$ cat config.mk
export PLATFORM = sky130hd
export DESIGN_NAME = base64url_stream_encoder
export DESIGN_NICKNAME = d
export VERILOG_FILES = /design/src/b64u_pkg.sv /design/src/b64u_front.sv /design/src/b64u_queue.sv /design/src/b64u_back.sv /design/src/base64url_stream_encoder.sv
export SDC_FILE = /design/constraint.sdc
export NUM_CORES = 1
export LEC_CHECK = 0
export BUFFER_PORTS_ARGS = -buffer_cell sky130_fd_sc_hd__buf_2
export CORE_AREA = 2 2 128 80
export DETAILED_ROUTE_END_ITERATION = 6
export DIE_AREA = 0 0 130 82
export PLACE_DENSITY = 0.69
export SLEW_MARGIN = 0
export SYNTH_ARGS = -nofsm -noshare
export SYNTH_HDL_FRONTEND = slang
export SYNTH_SLANG_ARGS = --single-unit
$ cat constraint.sdc
create_clock -name clk_i -period 5.75 [get_ports clk_i]
set_input_delay 1.15 -clock clk_i [delete_from_list [all_inputs] [get_ports clk_i]]
set_output_delay 1.15 -clock clk_i [all_outputs]
set_load 0.01 [all_outputs]
$ cat src/b64u_pkg.sv
// Shared types, constants and the symbol-to-ASCII map for the base64url encoder.
package b64u_pkg;

  localparam int unsigned QueueDepthDefault = 2;

  localparam logic [7:0] PadChar   = 8'h3D;  // '='
  localparam logic [7:0] DashChar  = 8'h2D;  // '-'
  localparam logic [7:0] UnderChar = 8'h5F;  // '_'

  localparam logic [1:0] Phase0 = 2'd0;
  localparam logic [1:0] Phase1 = 2'd1;
  localparam logic [1:0] Phase2 = 2'd2;

  // One input byte: up to four characters to emit, in order.
  typedef struct packed {
    logic [3:0][7:0] chars;
    logic [1:0]      cnt_m1;  // characters in this word minus one
    logic            last;    // final character closes the message
  } job_t;

  function automatic logic [7:0] sym_char(input logic [5:0] v);
    logic [7:0] w;
    logic [7:0] r;
    w = {2'b00, v};
    if (v < 6'd26) begin
      r = 8'h41 + w;
    end else if (v < 6'd52) begin
      r = 8'h47 + w;
    end else if (v < 6'd62) begin
      r = w - 8'h04;
    end else if (v == 6'd62) begin
      r = DashChar;
    end else begin
      r = UnderChar;
    end
    return r;
  endfunction

endpackage

$ cat src/b64u_front.sv
// Front end: accepts bytes, tracks the group phase and builds the character word.
module b64u_front import b64u_pkg::*; (
  input  logic       clk_i,
  input  logic       rst_ni,
  input  logic       in_valid_i,
  output logic       in_ready_o,
  input  logic [7:0] data_byte_i,
  input  logic       end_of_message_i,
  output logic       job_valid_o,
  input  logic       job_ready_i,
  output job_t       job_o
);

  logic [1:0] phase_q, phase_d;
  logic [3:0] carry_q, carry_d;
  logic [1:0] nph;
  logic [3:0] ncb;
  logic       accept;

  assign in_ready_o  = job_ready_i;
  assign job_valid_o = in_valid_i;
  assign accept      = in_valid_i && job_ready_i;

  always_comb begin
    job_o.chars  = {PadChar, PadChar, PadChar, PadChar};
    job_o.cnt_m1 = 2'd0;
    job_o.last   = end_of_message_i;
    case (phase_q)
      Phase1: begin
        job_o.chars[0] = sym_char({carry_q[1:0], data_byte_i[7:4]});
        ncb = data_byte_i[3:0];
        nph = Phase2;
      end
      Phase2: begin
        job_o.chars[0] = sym_char({carry_q, data_byte_i[7:6]});
        job_o.chars[1] = sym_char(data_byte_i[5:0]);
        job_o.cnt_m1   = 2'd1;
        ncb = 4'd0;
        nph = Phase0;
      end
      default: begin
        // an unreachable phase three behaves as phase zero
        job_o.chars[0] = sym_char(data_byte_i[7:2]);
        ncb = {2'b00, data_byte_i[1:0]};
        nph = Phase1;
      end
    endcase

    phase_d = nph;
    carry_d = ncb;
    if (end_of_message_i) begin
      // flush the partial group and pad to four characters
      if (nph == Phase1) begin
        job_o.chars[1] = sym_char({ncb[1:0], 4'b0000});
        job_o.cnt_m1   = 2'd3;
      end else if (nph == Phase2) begin
        job_o.chars[1] = sym_char({ncb, 2'b00});
        job_o.cnt_m1   = 2'd2;
      end
      phase_d = Phase0;
      carry_d = 4'd0;
    end
  end

  always_ff @(posedge clk_i or negedge rst_ni) begin
    if (!rst_ni) begin
      phase_q <= Phase0;
      carry_q <= 4'd0;
    end else if (accept) begin
      phase_q <= phase_d;
      carry_q <= carry_d;
    end
  end

endmodule

$ cat src/b64u_queue.sv
// Short FIFO of character words between the front end and the output sequencer.
module b64u_queue import b64u_pkg::*; #(
  parameter int unsigned Depth = QueueDepthDefault
) (
  input  logic clk_i,
  input  logic rst_ni,
  input  logic push_valid_i,
  output logic push_ready_o,
  input  job_t push_data_i,
  output logic pop_valid_o,
  input  logic pop_ready_i,
  output job_t pop_data_o
);

  localparam int unsigned PtrW = (Depth > 1) ? $clog2(Depth) : 1;
  localparam int unsigned CntW = $clog2(Depth + 1);
  localparam logic [PtrW-1:0] LastPtr = PtrW'(Depth - 1);
  localparam logic [CntW-1:0] FullCnt = CntW'(Depth);

  job_t            mem_q [Depth];
  logic [PtrW-1:0] wr_ptr_q, wr_ptr_d;
  logic [PtrW-1:0] rd_ptr_q, rd_ptr_d;
  logic [CntW-1:0] cnt_q, cnt_d;
  logic            push, pop;

  assign push_ready_o = (cnt_q != FullCnt);
  assign pop_valid_o  = (cnt_q != '0);
  assign pop_data_o   = mem_q[rd_ptr_q];
  assign push         = push_valid_i && push_ready_o;
  assign pop          = pop_valid_o && pop_ready_i;

  always_comb begin
    wr_ptr_d = wr_ptr_q;
    rd_ptr_d = rd_ptr_q;
    cnt_d    = cnt_q;
    if (push) begin
      wr_ptr_d = (wr_ptr_q == LastPtr) ? '0 : wr_ptr_q + 1'b1;
    end
    if (pop) begin
      rd_ptr_d = (rd_ptr_q == LastPtr) ? '0 : rd_ptr_q + 1'b1;
    end
    if (push && !pop) begin
      cnt_d = cnt_q + 1'b1;
    end else if (pop && !push) begin
      cnt_d = cnt_q - 1'b1;
    end
  end

  always_ff @(posedge clk_i) begin
    if (push) begin
      mem_q[wr_ptr_q] <= push_data_i;
    end
  end

  always_ff @(posedge clk_i or negedge rst_ni) begin
    if (!rst_ni) begin
      wr_ptr_q <= '0;
      rd_ptr_q <= '0;
      cnt_q    <= '0;
    end else begin
      wr_ptr_q <= wr_ptr_d;
      rd_ptr_q <= rd_ptr_d;
      cnt_q    <= cnt_d;
    end
  end

endmodule

$ cat src/b64u_back.sv
// Back end: walks each character word and drives one character per cycle while the output is not stalled.
module b64u_back import b64u_pkg::*; (
  input  logic       clk_i,
  input  logic       rst_ni,
  input  logic       job_valid_i,
  output logic       job_ready_o,
  input  job_t       job_i,
  output logic       out_valid_o,
  input  logic       out_ready_i,
  output logic [7:0] out_char_o,
  output logic       last_char_o
);

  job_t       cur_q;
  logic       cur_vld_q;
  logic [1:0] idx_q;
  logic       out_vld_q;
  logic [7:0] out_char_q;
  logic       out_last_q;
  logic       load_out, done;

  assign load_out    = cur_vld_q && (!out_vld_q || out_ready_i);
  assign done        = load_out && (idx_q == cur_q.cnt_m1);
  assign job_ready_o = !cur_vld_q || done;

  always_ff @(posedge clk_i or negedge rst_ni) begin
    if (!rst_ni) begin
      cur_vld_q <= 1'b0;
      idx_q     <= 2'd0;
      out_vld_q <= 1'b0;
    end else begin
      if (job_valid_i && job_ready_o) begin
        cur_vld_q <= 1'b1;
        idx_q     <= 2'd0;
      end else if (done) begin
        cur_vld_q <= 1'b0;
      end else if (load_out) begin
        idx_q <= idx_q + 2'd1;
      end
      if (load_out) begin
        out_vld_q <= 1'b1;
      end else if (out_ready_i) begin
        out_vld_q <= 1'b0;
      end
    end
  end

  always_ff @(posedge clk_i) begin
    if (job_valid_i && job_ready_o) begin
      cur_q <= job_i;
    end
    if (load_out) begin
      out_char_q <= cur_q.chars[idx_q];
      out_last_q <= cur_q.last && done;
    end
  end

  assign out_valid_o = out_vld_q;
  assign out_char_o  = out_char_q;
  assign last_char_o = out_last_q;

endmodule

$ cat src/base64url_stream_encoder.sv
// Top level of the base64url stream encoder with '=' padding.
//
//   channel | direction | signals
//   --------+-----------+-----------------------------------------------------
//   input   | in        | in_valid_i, in_ready_o, data_byte_i, end_of_message_i
//   output  | out       | out_valid_o, out_ready_i, out_char_o, last_char_o
//
// A byte yields one to four characters, and the character sequencer emits one
// per cycle while the output is not stalled: four characters per three bytes
// sustained, plus the padding characters at the end of a message.
// The front end takes a byte in the cycle it arrives while the word queue
// has room; stalls on the output only back up through the queue.
// Reset clears the group phase, the carried bits, the queue and the output.
module base64url_stream_encoder import b64u_pkg::*; #(
  parameter int unsigned QueueDepth = QueueDepthDefault
) (
  input  logic       clk_i,
  input  logic       rst_ni,
  input  logic       in_valid_i,
  output logic       in_ready_o,
  input  logic [7:0] data_byte_i,
  input  logic       end_of_message_i,
  output logic       out_valid_o,
  input  logic       out_ready_i,
  output logic [7:0] out_char_o,
  output logic       last_char_o
);

  logic fq_valid, fq_ready;
  job_t fq_job;
  logic qb_valid, qb_ready;
  job_t qb_job;

  b64u_front u_front (
    .clk_i            (clk_i),
    .rst_ni           (rst_ni),
    .in_valid_i       (in_valid_i),
    .in_ready_o       (in_ready_o),
    .data_byte_i      (data_byte_i),
    .end_of_message_i (end_of_message_i),
    .job_valid_o      (fq_valid),
    .job_ready_i      (fq_ready),
    .job_o            (fq_job)
  );

  b64u_queue #(
    .Depth (QueueDepth)
  ) u_queue (
    .clk_i        (clk_i),
    .rst_ni       (rst_ni),
    .push_valid_i (fq_valid),
    .push_ready_o (fq_ready),
    .push_data_i  (fq_job),
    .pop_valid_o  (qb_valid),
    .pop_ready_i  (qb_ready),
    .pop_data_o   (qb_job)
  );

  b64u_back u_back (
    .clk_i       (clk_i),
    .rst_ni      (rst_ni),
    .job_valid_i (qb_valid),
    .job_ready_o (qb_ready),
    .job_i       (qb_job),
    .out_valid_o (out_valid_o),
    .out_ready_i (out_ready_i),
    .out_char_o  (out_char_o),
    .last_char_o (last_char_o)
  );

endmodule

# Word-level counts from Yosys, hierarchy flattened
# Memory sizes are Yosys's and may differ from the RTL's. A register that Yosys moved wholly into a read port is not among the register bits.
# Index checks and enable logic that the tools add are counted.
op_classes:
  add_sub_neg: 23
  magnitude_cmp: 19
  eq_ne: 11
  mux: 50
  reduce_logical: 19
op_table:
  columns: ["cell", "n"]
  rows:
  - ["$mux 8", 23]
  - ["$add 7x6->8 const A", 12]
  - ["$lt 6x6->1 const B", 12]
  - ["$sub 6x3->7 const B", 6]
  - ["$lt 6x5->1 const B", 6]
  - ["$mux 7", 4]
  - ["$eq 6x6->1 const B", 4]
  - ["$mux 2", 9]
  - ["$bmux 8 s2", 1]
  - ["$pmux 8 s2", 1]
  - ["$reduce_bool 2->1", 5]
  - ["$mux 1", 9]
  - ["$pmux 4 s2", 1]
  - ["$logic_and 1x1->1", 7]
  - ["$add 2x1->2 const B", 2]
  - ["$eq 2x1->1 const B", 2]
  - ["$eq 2x2->1 const B", 2]
  - ["$logic_not 1->1", 4]
  - ["$mux 4", 1]
  - ["$ne 2x2->1 const B", 2]
  - ["$pmux 2 s2", 1]
  - ["$lt 2x3->1 const B", 1]
  - ["$add 1x1->1 const B", 2]
  - ["$eq 2x2->1", 1]
  - ["other kinds (3)", 4]
word_totals:
  reg_bits: 39
  ram_bits: 38
  in_bits: 13
  out_inout_bits: 11
  word_cells: 135
  n_memories: 1
mem_list:
  columns: ["name", "words", "word_bits", "read_ports", "rd_clocked_by_memory_dff", "write_ports", "line", "text"]
  rows:
  - ["u_queue.mem_q", 2, 19, 1, 1, 1, "b64u_queue.sv:20", "job_t mem_q [Depth];"]

# Longest topological paths before layout
# Gate-level depths: netlist of the first run.
logic_depth:
  word_depth: 9
  mapped_depth: 12
  mapped_depth_nobuf: 10

# Hierarchy
# From an unflattened synthesis of the first run, not the netlist that was laid out.
unflattened:
  cells_unflattened: 590
  hier_area_um2: 7328.3
by_module_without_submodules:
  columns: ["mod", "n_inst", "cells_per_inst", "area_per_inst_um2", "seq_area_each_um2"]
  rows:
  - ["b64u_queue", 1, 127, 2870.3, 2202.1]
  - ["b64u_front", 1, 386, 2637.5, 150.1]
  - ["b64u_back", 1, 77, 1820.5, 1421.4]

# Worst setup path before layout of the first run
# Ideal clock, no wire load.
synth_path:
  path_type: "input to register"
  start: "input data_byte_i[7]"
  end: "memory u_queue.mem_q[0][5] (netlist name) (data pin)"
  setup_ns: 0.268
  t_arrival_ns: 2.881
  required_time_ns: 5.482
  slack_ns: 2.601
  cell_stages: 10
  n_path_buf: 3
  cell_sequence: "buf_6 > clkbuf_1 > inv_1 > ha_1 > nor2b_1 > clkbuf_1 > and2_1 > a211o_1 > a31oi_1 > o41a_1"
synth_rtl:
  columns: ["item", "line", "text"]
  rows:
  - ["start, declared", "base64url_stream_encoder.sv:21", "input logic [7:0] data_byte_i,"]
  - ["end, declared", "b64u_queue.sv:20", null]

==> out/results.txt, run 1 <==
Top post-synthesis cells by area: edfxtp_1 39%, dfrtp_1 6.8%, ha_1 6.4%
Max-slew violation count: 0
Final worst slack: 2.03 ns
Share of post-route cells with drive strength above 1: 0.125
CTS resizes: 0
Synth Area in XOR/XNOR: 0.0274
Number of flops mapped to enable cells by yosys: 66
DR vias/cell: 6.44
Antenna Violating Nets Remaining: 0
Via count: 4106
Routability cong.: 0.932
Main combinational cell family by area after synthesis: compound AO/OA/AOI/OAI gates
# clock sinks: 80
Clk_lat worst skew: 0.33 ns
Area Growth Syn to Fin: 8.60%
Clock Skew: 0.00487 ns
CP endpoint kind: register
Core ar.: 9560 um2
Adder-cell share of the synthesized area: 0.0635
Hpwl dp: 9130 um
Post-CTS setup buffer count: 0
Slew HR: 0.371
Gr usage total: 0.257
Setup violations, final: 0
Post-Layout Cell Count: 638
Mux contribution to synthesized area: 0.0655
Number of global-route vias before repair: 3752
Crit-path leading delay family: simple AND/OR/NAND/NOR gates
Clock Tree Buf Depth: 2
Leading area contributor after synthesis: edfxtp_1
CTS tree: done
Dominant synthesized flop cell: edfxtp_1
H-Tree Level Count: 3
I/O Pins: 24
Simple-Gate Fraction of Synth Area: 0.157
Commonest cells in the netlist: 66 x edfxtp_1, 40 x nand2_1, 28 x o21ai_0
Critical Path Fanout Max: 14
Fin. Hold Viols: 0
RSZ-0062 raised after global routing: no
Synthesis Warnings: 0
Pwr Density: 484 nW/um2
Initial antenna violation count: 0
Worst path buffer plus inverter count: 2
Slew @ Worst Pin: 0.944 ns
Remaining DRCs: 0
Die height: 82 um
Post-Route WL: 12800 um
P_leak: 0.00204 uW
Critical-path cell list: buf_2 > clkinv_1 > ha_1 > nor2b_1 > nand2_1 > o211a_1 > o21ai_0 > a32oi_1
First-pass GRT wire length: 20500 um
Largest net degree at the start of global routing: 24
I/O Buffers: 23
Post-Syn Nets: 540
Post-synth ARST share: 0.175
Compound-cell area share of the yosys netlist: 0.185
Cell area after synthesis: 5120 um2
Pre-CTS setup slack: 1.79 ns
CTS clk-pin slew, worst paths: 0.06 ns
Crit path launch type: input pin
Final Instance Area: 5560 um2
Clk root buf: clkbuf_16
Fmax: 269 MHz
CP Data Arrival Time: 3.77 ns
VDD IR max: 0.330 mV
Die area: 10700 um2
GR Overflow Total: 0
Crit share post-route: 0.647
Cell Area, Placed: 5250 um2
CTS Buf Count: 9
Initial Utilization: 0.535
Status: complete, no violations
Worst Setup Path Type: input pin to register
Syn avg cell area: 10.2 um2
N_diodes: 0
Drt pass-1 iters: 6
CP peak stage delay: 0.56 ns
Final min period: 3.72 ns
Cell Count Post-Placement: 622
Row cnt: 28
Most common cell in the netlist: edfxtp_1
Synth top area share: 0.387
Max cap viols: 0
DIE WIDTH: 130 um
Fillers: 801
Drt wl/cell: 20.1 um
Initial DRC count: 684
Post-CTS Hold Fix Bufs: 0
Sequential element share of the synthesized area: 0.456
Synth unique cells: 62
Crit path required time: 5.80 ns
Nets: 537
Setup TNS: 0 ns
Critical-path top delay cell: nor2b_1
Worst min path class: register to register
#FFs+latches synth: 80
Synth Instances: 501
## layout make-up
| type | instances | area [um2] | share of cell area |
|---|---|---|---|
| clock buffer | 9 | 225 | 0.0405 |
| clock inverter | 7 | 86.3 | 0.0155 |
| inverter | 19 | 71.3 | 0.0128 |
| multi-input combinational | 364 | 2550 | 0.459 |
| sequential | 80 | 2330 | 0.419 |
| tap | 135 | 169 | 0.0304 |
| timing repair buffer | 24 | 123 | 0.0221 |
## worst paths after layout
path,startpoint,end,slack (ns),cells after the start
worst max-delay path,data_byte_i[4],u_queue.mem_q[0][8]$_DFFE_PP_,2.03,8
worst min-delay path,u_queue.wr_ptr_q$_DFFE_PN0P_,u_queue.wr_ptr_q$_DFFE_PN0P_,0.51,1
worst max register to register,u_front.phase_q[0]$_DFFE_PN0P_,u_queue.mem_q[1][16]$_DFFE_PP_,2.44,10
worst min register to register,u_queue.wr_ptr_q$_DFFE_PN0P_,u_queue.wr_ptr_q$_DFFE_PN0P_,0.51,1
max in group asynchronous,rst_ni,u_front.carry_q[2]$_DFFE_PN0P_,4.75,1
min in group asynchronous,rst_ni,u_back.idx_q[0]$_DFFE_PN0P_,0.73,1
## metal layers
layer,vias up,part of all wire,global-route usage
met4,0,0.013,0.0559
li1,1891,-,-
met5,-,0,0
met2,233,0.42,0.358
met3,30,0.091,0.0651
met1,1952,0.48,0.399
## registers in the layout (all words and copies together) (netlist names)
name,count
u_back.cur_vld_q,1
u_back.cur_q,19
u_front.carry_q,4
u_queue.wr_ptr_q,1
u_back.last_char_o,1
u_queue.cnt_q,2
u_back.out_valid_o,1
u_front.phase_q,2
u_back.idx_q,2
u_queue.rd_ptr_q,1
u_queue.mem_q,38
u_back.out_char_o,8
## worst reg2reg max path, cell delays in order (launching register included)
cell	delay [ns]
dfrtp_1	0.41
inv_1	0.07
ha_1	0.59
o21ai_0	0.55
inv_1	0.10
ha_1	0.26
a21oi_1	0.19
or2_0	0.30
nor2_1	0.09
o21ai_0	0.21
o211ai_1	0.22
## per-stage QoR
stage | util | total power, uW | hold slack, ns
2_1_floorplan | - | 1790 | 0.461
6_report | 0.581 | 2690 | 0.507
5_1_grt | 0.581 | 2860 | 0.543
3_3_place_gp | 0.549 | 2070 | 0.480
4_1_cts | 0.581 | 2690 | 0.499
3_5_place_dp | 0.549 | 2100 | 0.488
## cells by family (layout without fill, tap and decap cells)
family	after synthesis	after routing
simple gates	156	156
compound gates	135	135
flops	80	80
buf+inv	57	59
mux	31	31
fa+ha+maj	26	26
xor+xnor	16	16
## report_power, final
group	total [uW]	switching [uW]	internal (uW)
combinational	1010	612	394
sequential	1100	154	943
clock	587	211	376
## placed cells by master, fill, tap and decap left out, types with 12 or more instances in the layout
| cell | synthesis | layout |
|---|---|---|
| ha_1 | 26 | 26 |
| inv_1 | 17 | 17 |
| nand2_1 | 40 | 40 |
| edfxtp_1 | 66 | 66 |
| nand3_1 | 22 | 22 |
| xnor2_1 | 12 | 12 |
| nor3_1 | 12 | 12 |
| nor2b_1 | 15 | 15 |
| a21oi_1 | 19 | 19 |
| dfrtp_1 | 14 | 14 |
| mux2_2 | 20 | 20 |
| buf_2 | 10 | 23 |
| nor2_1 | 24 | 24 |
| o21ai_0 | 28 | 28 |
No activity file was read; power rests on OpenSTA's default activity.
==> run 2: changes to the inputs <==
- clock period: 5.75 -> 3.6 ns (I/O delays scaled with it)
==> run 2 against run 1 <==
  * Register-to-register slack got worse by 1.7 ns
  * Combinational power increased by 63%
  * Sequential cell count unchanged
  * Die area is the same
  * First-iteration DRC count shrank 30%
  * Clock-buffer cell count unchanged
  * Non-clock buffer count is 9 higher
  * Critical path depth is 2 higher
  * Final cell count grew 1.4%
  * Clock power is 53% higher
  * Power rose by 59%
  * Global-route usage is 0.096 points higher
  * Critical endpoint is now u_queue.mem_q[1][16]$_DFFE_PP_
  * Largest cell class unchanged
==> out/results.txt, run 2 (same netlist as run 1, synthesis figures left out) <==
Status: complete, no violations (unchanged)
Crit-path leading delay family: compound AO/OA/AOI/OAI gates (was simple AND/OR/NAND/NOR gates)
CP peak stage delay: 0.44 ns (was 0.56 ns)
Cell Area, Placed: 5320 um2 (was 5250 um2)
FF-to-FF path depth: 10 (unchanged)
Drt wl/cell: 19.9 um (was 20.1 um)
Worst path buffer plus inverter count: 2 (unchanged)
Commonest non-fill, non-tap cells in the layout: 66 x edfxtp_1, 40 x nand2_1, 28 x o21ai_0 (unchanged)
Setup TNS: 0 ns (unchanged)
CTS clk-pin slew, worst paths: 0.06 ns (about the same)
Reg2reg start: u_front.phase_q[0]$_DFFE_PN0P_ (unchanged)
Crit path launch type: register (was input pin)
Clk_lat worst skew: 0.34 ns (was 0.33 ns)
Nets: 546 (was 537)
VDD IR max: 0.468 mV (was 0.330 mV)
Origin of the worst setup path: u_front.phase_q[0]$_DFFE_PN0P_ (was data_byte_i[4])
Initial DRC count: 479 (was 684)
Pwr Density: 764 nW/um2 (was 484 nW/um2)
CP endpoint kind: register (unchanged)
CTS Buf Count: 9 (unchanged)
Most common cell after layout, fill and taps aside: edfxtp_1 (unchanged)
N_diodes: 0 (unchanged)
GR Overflow Total: 0 (unchanged)
Worst min path class: input pin to asynchronous set/reset pin (was register to register)
Clock Tree Buf Depth: 2 (unchanged)
H-Tree Level Count: 3 (unchanged)
Met3 usage: 0.0775 (was 0.0651)
R2R setup slack: 0.70 ns (was 2.44 ns)
Share of post-route cells with drive strength above 1: 0.141 (was 0.125)
Hpwl dp: 9330 um (was 9130 um)
Clock Skew: 0.00554 ns (was 0.00487 ns)
Die height: 82 um (unchanged)
# clock sinks: 80 (unchanged)
Slew HR: 0.355 (was 0.371)
Biggest register: u_queue.mem_q (unchanged)
Antenna Violating Nets Remaining: 0 (unchanged)
Worst Setup Path Type: register to register (was input pin to register)
Post-CTS setup buffer count: 0 (unchanged)
Routability cong.: 0.978 (was 0.932)
Drt pass-1 iters: 5 (was 6)
Gr usage total: 0.258 (was 0.257)
CTS tree: done (unchanged)
Global routing usage on met2: 0.352 (was 0.358)
Crit share post-route: 0.806
DR vias/cell: 6.29 (was 6.44)
Slew @ Worst Pin: 0.968 ns (was 0.944 ns)
Initial Utilization: 0.535 (unchanged)
Met1 Use GR: 0.402 (was 0.399)
I/O Pins: 24 (unchanged)
Fmax: 345 MHz
Critical-path top delay cell: o21ai_0 (was nor2b_1)
Max cap viols: 0 (unchanged)
CTS resizes: 0 (unchanged)
First-pass GRT wire length: 20300 um (was 20500 um)
Final min period: 2.90 ns
Largest net degree at the start of global routing: 22 (was 24)
I/O Buffers: 23 (unchanged)
Post-Route WL: 12900 um (was 12800 um)
Remaining DRCs: 0 (unchanged)
DIE WIDTH: 130 um (unchanged)
Crit path required time: 3.62 ns (was 5.80 ns)
Clk root buf: clkbuf_16 (unchanged)
Fin. Hold Viols: 0 (unchanged)
Area Growth Syn to Fin: 9.60% (was 8.60%)
Row cnt: 28 (unchanged)
Die area: 10700 um2 (unchanged)
P_leak: 0.00207 uW (was 0.00204 uW)
Post-CTS Hold Fix Bufs: 0 (unchanged)
Number of global-route vias before repair: 3597 (was 3752)
Core ar.: 9560 um2 (unchanged)
Final Instance Area: 5610 um2 (was 5560 um2)
Finished Core Util: 0.587 (was 0.581)
Critical-path cell list: inv_1 > ha_1 > o21ai_0 > inv_1 > ha_1 > a21oi_1 > or2_0 > nor2_1 > o21ai_0 > o211ai_1 (was buf_2 > clkinv_1 > ha_1 > nor2b_1 > nand2_1 > o211a_1 > o21ai_0 > a32oi_1)
FF-to-FF End: u_queue.mem_q[1][16]$_DFFE_PP_ (unchanged)
Fillers: 839 (was 801)
Critical Path Fanout Max: 7 (was 14)
Via count: 4068 (was 4106)
CP Data Arrival Time: 2.92 ns (was 3.77 ns)
Gr busiest metal: met1 (unchanged)
Max reg flops: 38 (unchanged)
Max-slew violation count: 0 (unchanged)
Setup violations, final: 0 (unchanged)
RSZ-0062 raised after global routing: no (unchanged)
Initial antenna violation count: 0 (unchanged)
-- run 2: cell count changes in the layout (fill, tap and decap cells not counted), sizes merged --
| cell | before | now |
|---|---|---|
| clkinv | 7 | 4 |
| buf | 24 | 33 |
| bufinv | 2 | 1 |
| inv | 17 | 19 |
| clkinvlp | 0 | 2 |
-- run 2: worst max-delay path by stage --
stage,to,cells after the start
floorplan,u_queue.mem_q[0][5]$_DFFE_PP_,10
global placement,u_queue.mem_q[0][5]$_DFFE_PP_,8
detailed placement,u_queue.mem_q[0][8]$_DFFE_PP_,8
CTS,u_queue.mem_q[1][16]$_DFFE_PP_,10
global route,u_queue.mem_q[1][16]$_DFFE_PP_,10
finish,u_queue.mem_q[1][16]$_DFFE_PP_,10
-- run 2: final cells by class --
cell class	instances	area, um2	share of cell area
timing repair buffer	33	190	0.0339
tap	135	169	0.0301
inverter	19	71.3	0.0127
clock inverter	7	70.1	0.0125
clock buffer	9	225	0.0401
sequential	80	2330	0.416
multi-input combinational	364	2550	0.455
-- run 2: power by group --
part           total [uW]  switching [uW]  internal [uW]
logic                1650             995            651
clock network         897             360            536
registers            1750             243           1500
total                4290            1600           2690
-- run 2: per-layer routing --
layer  share of wire  vias up
li1                -     1910
met1            0.48     1946
met2            0.41      204
met3            0.10        8
met4          0.0052        0
met5               0        -
-- run 2: per-stage QoR --
stage	power [uW]	worst slack (ns)	hold WS, ns	cells
detailed placement	3370	0.541	0.490	631
finish	4290	0.698	0.287	647
floorplan	2860	0.881	0.424	501
CTS	4280	0.750	0.290	647
global route	4540	0.476	0.311	647
global placement	3330	0.575	0.479	631
==> run 3: changes to the inputs <==
- ABC_AREA: unset -> 1
- CORE_AREA: 2 2 128 80 -> 2 2 129 81
- DIE_AREA: 0 0 130 82 -> 0 0 131 83
- PLACE_DENSITY: 0.69 -> 0.71
- clock period: 3.6 -> 2.5 ns (I/O delays scaled with it)
==> run 3 against run 2 <==
  * Power up 43%
  * Area after synthesis up 1.9%
  * Global-route usage up 1.3 points
  * First-iteration DRC count up 9.6%
  * Worst setup slack worse by 0.54 ns
  * Worst hold slack worse by 0.23 ns
  * Sequential cell count unchanged
  * Synthesized cell count up 32%
  * Design area up 4.1%
  * Clock skew about the same
  * Final cell count up 30%
  * Maximum frequency up 24%
  * Critical path type unchanged
  * Critical endpoint is now u_queue.mem_q[1][13]$_DFFE_PP_
==> out/results.txt, run 3 <==
Status: complete, no violations (unchanged)
Leading area contributor after synthesis: edfxtp_1 (unchanged)
Sequential element share of the synthesized area: 0.447 (was 0.456)
Clock Tree Buf Depth: 2 (unchanged)
H-Tree Level Count: 3 (unchanged)
Drt pass-1 iters: 5 (unchanged)
Crit path required time: 2.58 ns (was 3.62 ns)
Setup TNS: 0 ns (unchanged)
Hpwl dp: 10600 um (was 9330 um)
Top post-synthesis cells by area: edfxtp_1 38%, nand2_1 17%, dfrtp_1 6.7% (was edfxtp_1 39%, dfrtp_1 6.8%, ha_1 6.4%)
Post-synth ARST share: 0.175 (unchanged)
Clk root buf: clkbuf_16 (unchanged)
Slew HR: 0.549 (was 0.355)
Fin. Hold Viols: 0 (unchanged)
I/O Buffers: 23 (unchanged)
Cell area after synthesis: 5220 um2 (was 5120 um2)
Crit-path leading delay family: simple AND/OR/NAND/NOR gates (was compound AO/OA/AOI/OAI gates)
CP peak stage delay: 0.38 ns (was 0.44 ns)
Critical-path top delay cell: dfrtp_1 (was o21ai_0)
Initial Utilization: 0.542 (was 0.535)
Cell Area, Placed: 5570 um2 (was 5320 um2)
Biggest register: u_queue.mem_q (unchanged)
Number of flops mapped to enable cells by yosys: 66 (unchanged)
Max-slew violation count: 0 (unchanged)
Most common cell in the netlist: nand2_1 (was edfxtp_1)
Pwr Density: 1050 nW/um2 (was 764 nW/um2)
CP endpoint kind: register (unchanged)
Switching share of power: 0.404 (was 0.373)
Int Pwr: 3660 uW (was 2690 uW)
N_diodes: 0 (unchanged)
Synth Instances: 661 (was 501)
#FFs+latches synth: 80 (unchanged)
Gr usage total: 0.271 (was 0.258)
Commonest cells in the netlist: 237 x nand2_1, 66 x edfxtp_1, 64 x nand3_1 (was 66 x edfxtp_1, 40 x nand2_1, 28 x o21ai_0)
Remaining DRCs: 0 (unchanged)
Nets: 741 (was 546)
Sw Pwr: 2480 uW (was 1600 uW)
Max reg flops: 38 (unchanged)
Initial DRC count: 525 (was 479)
CTS tree: done (unchanged)
Clock Skew: 0.00577 ns (was 0.00554 ns)
Die height: 83 um (was 82 um)
Crit share post-route: 0.935 (was 0.806)
GR Overflow Total: 0 (unchanged)
Worst path buffer plus inverter count: 2 (unchanged)
Critical Path Fanout Max: 4 (was 7)
Drt wl/cell: 16.5 um (was 19.9 um)
Number of global-route vias before repair: 4300 (was 3597)
Worst min path class: input pin to asynchronous set/reset pin (unchanged)
Slew @ Worst Pin: 0.676 ns (was 0.968 ns)
Post-Syn Nets: 700 (was 540)
Final min period: 2.34 ns (was 2.90 ns)
P_leak: 0.00271 uW (was 0.00207 uW)
Setup violations, final: 0 (unchanged)
Dominant synthesized flop cell: edfxtp_1 (unchanged)
CTS Buf Count: 9 (unchanged)
Worst Setup Path Type: register to register (unchanged)
Clk_lat worst skew: 0.34 ns (about the same)
Share of post-route cells with drive strength above 1: 0.134 (was 0.141)
Crit path launch type: register (unchanged)
DR vias/cell: 5.56 (was 6.29)
I/O Pins: 24 (unchanged)
Die area: 10900 um2 (was 10700 um2)
Max cap viols: 0 (unchanged)
Antenna Violating Nets Remaining: 0 (unchanged)
Sequential power share: 0.388 (was 0.407)
Fmax: 428 MHz (was 345 MHz)
Core ar.: 9630 um2 (was 9560 um2)
DIE WIDTH: 131 um (was 130 um)
Synth unique cells: 40 (was 62)
Via count: 4683 (was 4068)
Syn avg cell area: 7.89 um2 (was 10.2 um2)
# clock sinks: 80 (unchanged)
Fillers: 880 (was 839)
Row cnt: 28 (unchanged)
Post-Route WL: 13900 um (was 12900 um)
Most common cell after layout, fill and taps aside: nand2_1 (was edfxtp_1)
Most frequent CP cell: nand2_1
Routability cong.: 1.03 (was 0.978)
Hold slack: 0.0602 ns (was 0.287 ns)
Initial antenna violation count: 0 (unchanged)
VDD IR max: 0.607 mV (was 0.468 mV)
Synthesis Warnings: 0 (unchanged)
Final Instance Area: 5840 um2 (was 5610 um2)
Area Growth Syn to Fin: 11.9% (was 9.60%)
Clock power frac: 0.186 (was 0.209)
CTS clk-pin slew, worst paths: 0.06 ns (about the same)
Synth top area share: 0.380 (was 0.387)
Largest net degree at the start of global routing: 21 (was 22)
First-pass GRT wire length: 22400 um (was 20300 um)
Gate power share: 0.425 (was 0.384)
Power Total: 6140 uW (was 4290 uW)
Critical-path cell list: inv_1 > ha_1 > nor2_1 > nor2_1 > ha_1 > nand2_1 > nand2_2 > inv_2 > nand2_1 > nand3b_1 > nand2_1 > nand2_1 > nand2_1 (was inv_1 > ha_1 > o21ai_0 > inv_1 > ha_1 > a21oi_1 > or2_0 > nor2_1 > o21ai_0 > o211ai_1)
CP Data Arrival Time: 2.42 ns (was 2.92 ns)
Commonest non-fill, non-tap cells in the layout: 237 x nand2_1, 66 x edfxtp_1, 64 x nand3_1 (was 66 x edfxtp_1, 40 x nand2_1, 28 x o21ai_0)
==> run 3: cell count changes in the layout (fill, tap and decap cells not counted), sizes merged, moves of 15 or more <==
cell   change
nand3     +43
nand2    +203
nor2b     -15
mux2      -20
buf       +15
nor2      +33
inv       +50
==> run 3: cell families (layout without fill, tap and decap cells) <==
| family | after synthesis | in the layout | synth area share |
|---|---|---|---|
| AOI/OAI and AO/OA | 70 | 70 | 0.0789 |
| xor gates and xnor gates | 16 | 16 | 0.0269 |
| adders and majority gates | 26 | 26 | 0.0623 |
| buffers and inverters | 91 | 137 | 0.0760 |
| DFF | 80 | 80 | 0.447 |
| and+or+nand+nor | 378 | 378 | 0.309 |
==> run 3: power by group through the flow <==
stage / logic (uW) / clock network (uW) / registers (uW)
2_1_floorplan: 1780 / 0 / 2360
3_3_place_gp: 2470 / 0 / 2380
3_5_place_dp: 2550 / 0 / 2400
4_1_cts: 2570 / 1160 / 2380
5_1_grt: 2930 / 1230 / 2430
6_report: 2610 / 1150 / 2390
==> run 3: cell type report <==
type,count,area (um2),share of cell area
Multi-Input combinational cell,490,2500,0.429
Sequential cell,80,2330,0.399
Timing Repair Buffer,48,303,0.0518
Inverter,73,277,0.0473
Clock buffer,11,233,0.0398
Tap cell,135,169,0.0289
Clock inverter,5,23.8,0.00407
==> run 3: worst paths after layout <==
kind                                             endpoint                            from  cells past startpoint  slack (ns)
max                        u_queue.mem_q[1][13]$_DFFE_PP_  u_front.phase_q[0]$_DFFE_PN0P_                     13        0.16
max reg2reg                u_queue.mem_q[1][13]$_DFFE_PP_  u_front.phase_q[0]$_DFFE_PN0P_                     13        0.16
max in group asynchronous  u_front.carry_q[0]$_DFFE_PN0P_                          rst_ni                      1        2.19
min in group clk_i         u_back.out_valid_o$_DFFE_PN0P_                     out_ready_i                      4        0.41
min reg2reg                u_back.out_valid_o$_DFFE_PN0P_    u_back.cur_vld_q$_DFFE_PN0P_                      2        0.49
min                          u_queue.rd_ptr_q$_DFFE_PN0P_                          rst_ni                      1        0.06
==> run 3: per-stage QoR <==
stage / util / instances / setup WS (ns)
3_3_place_gp: 0.578 / 826 / 0.181
6_report: 0.606 / 842 / 0.162
5_1_grt: 0.606 / 842 / -0.0307
3_5_place_dp: 0.578 / 826 / 0.0905
4_1_cts: 0.605 / 842 / 0.0612
2_1_floorplan: - / 661 / 0.281
==> run 3: repair_timing <==
item / CTS / global route
gates resized for setup: 0 / 5
hold buffers: 0 / 0
endpoints found under the setup margin: 0 / 12
setup buffers: 0 / 0
==> run 3: per-layer routing <==
layer  routed length (um)  global-route usage  vias up
met3                 1340              0.0702       14
met4                  133              0.0532        0
met2                 5640               0.367      222
met5                    0                   0        -
li1                     -                   -     2257
met1                 6810               0.434     2190
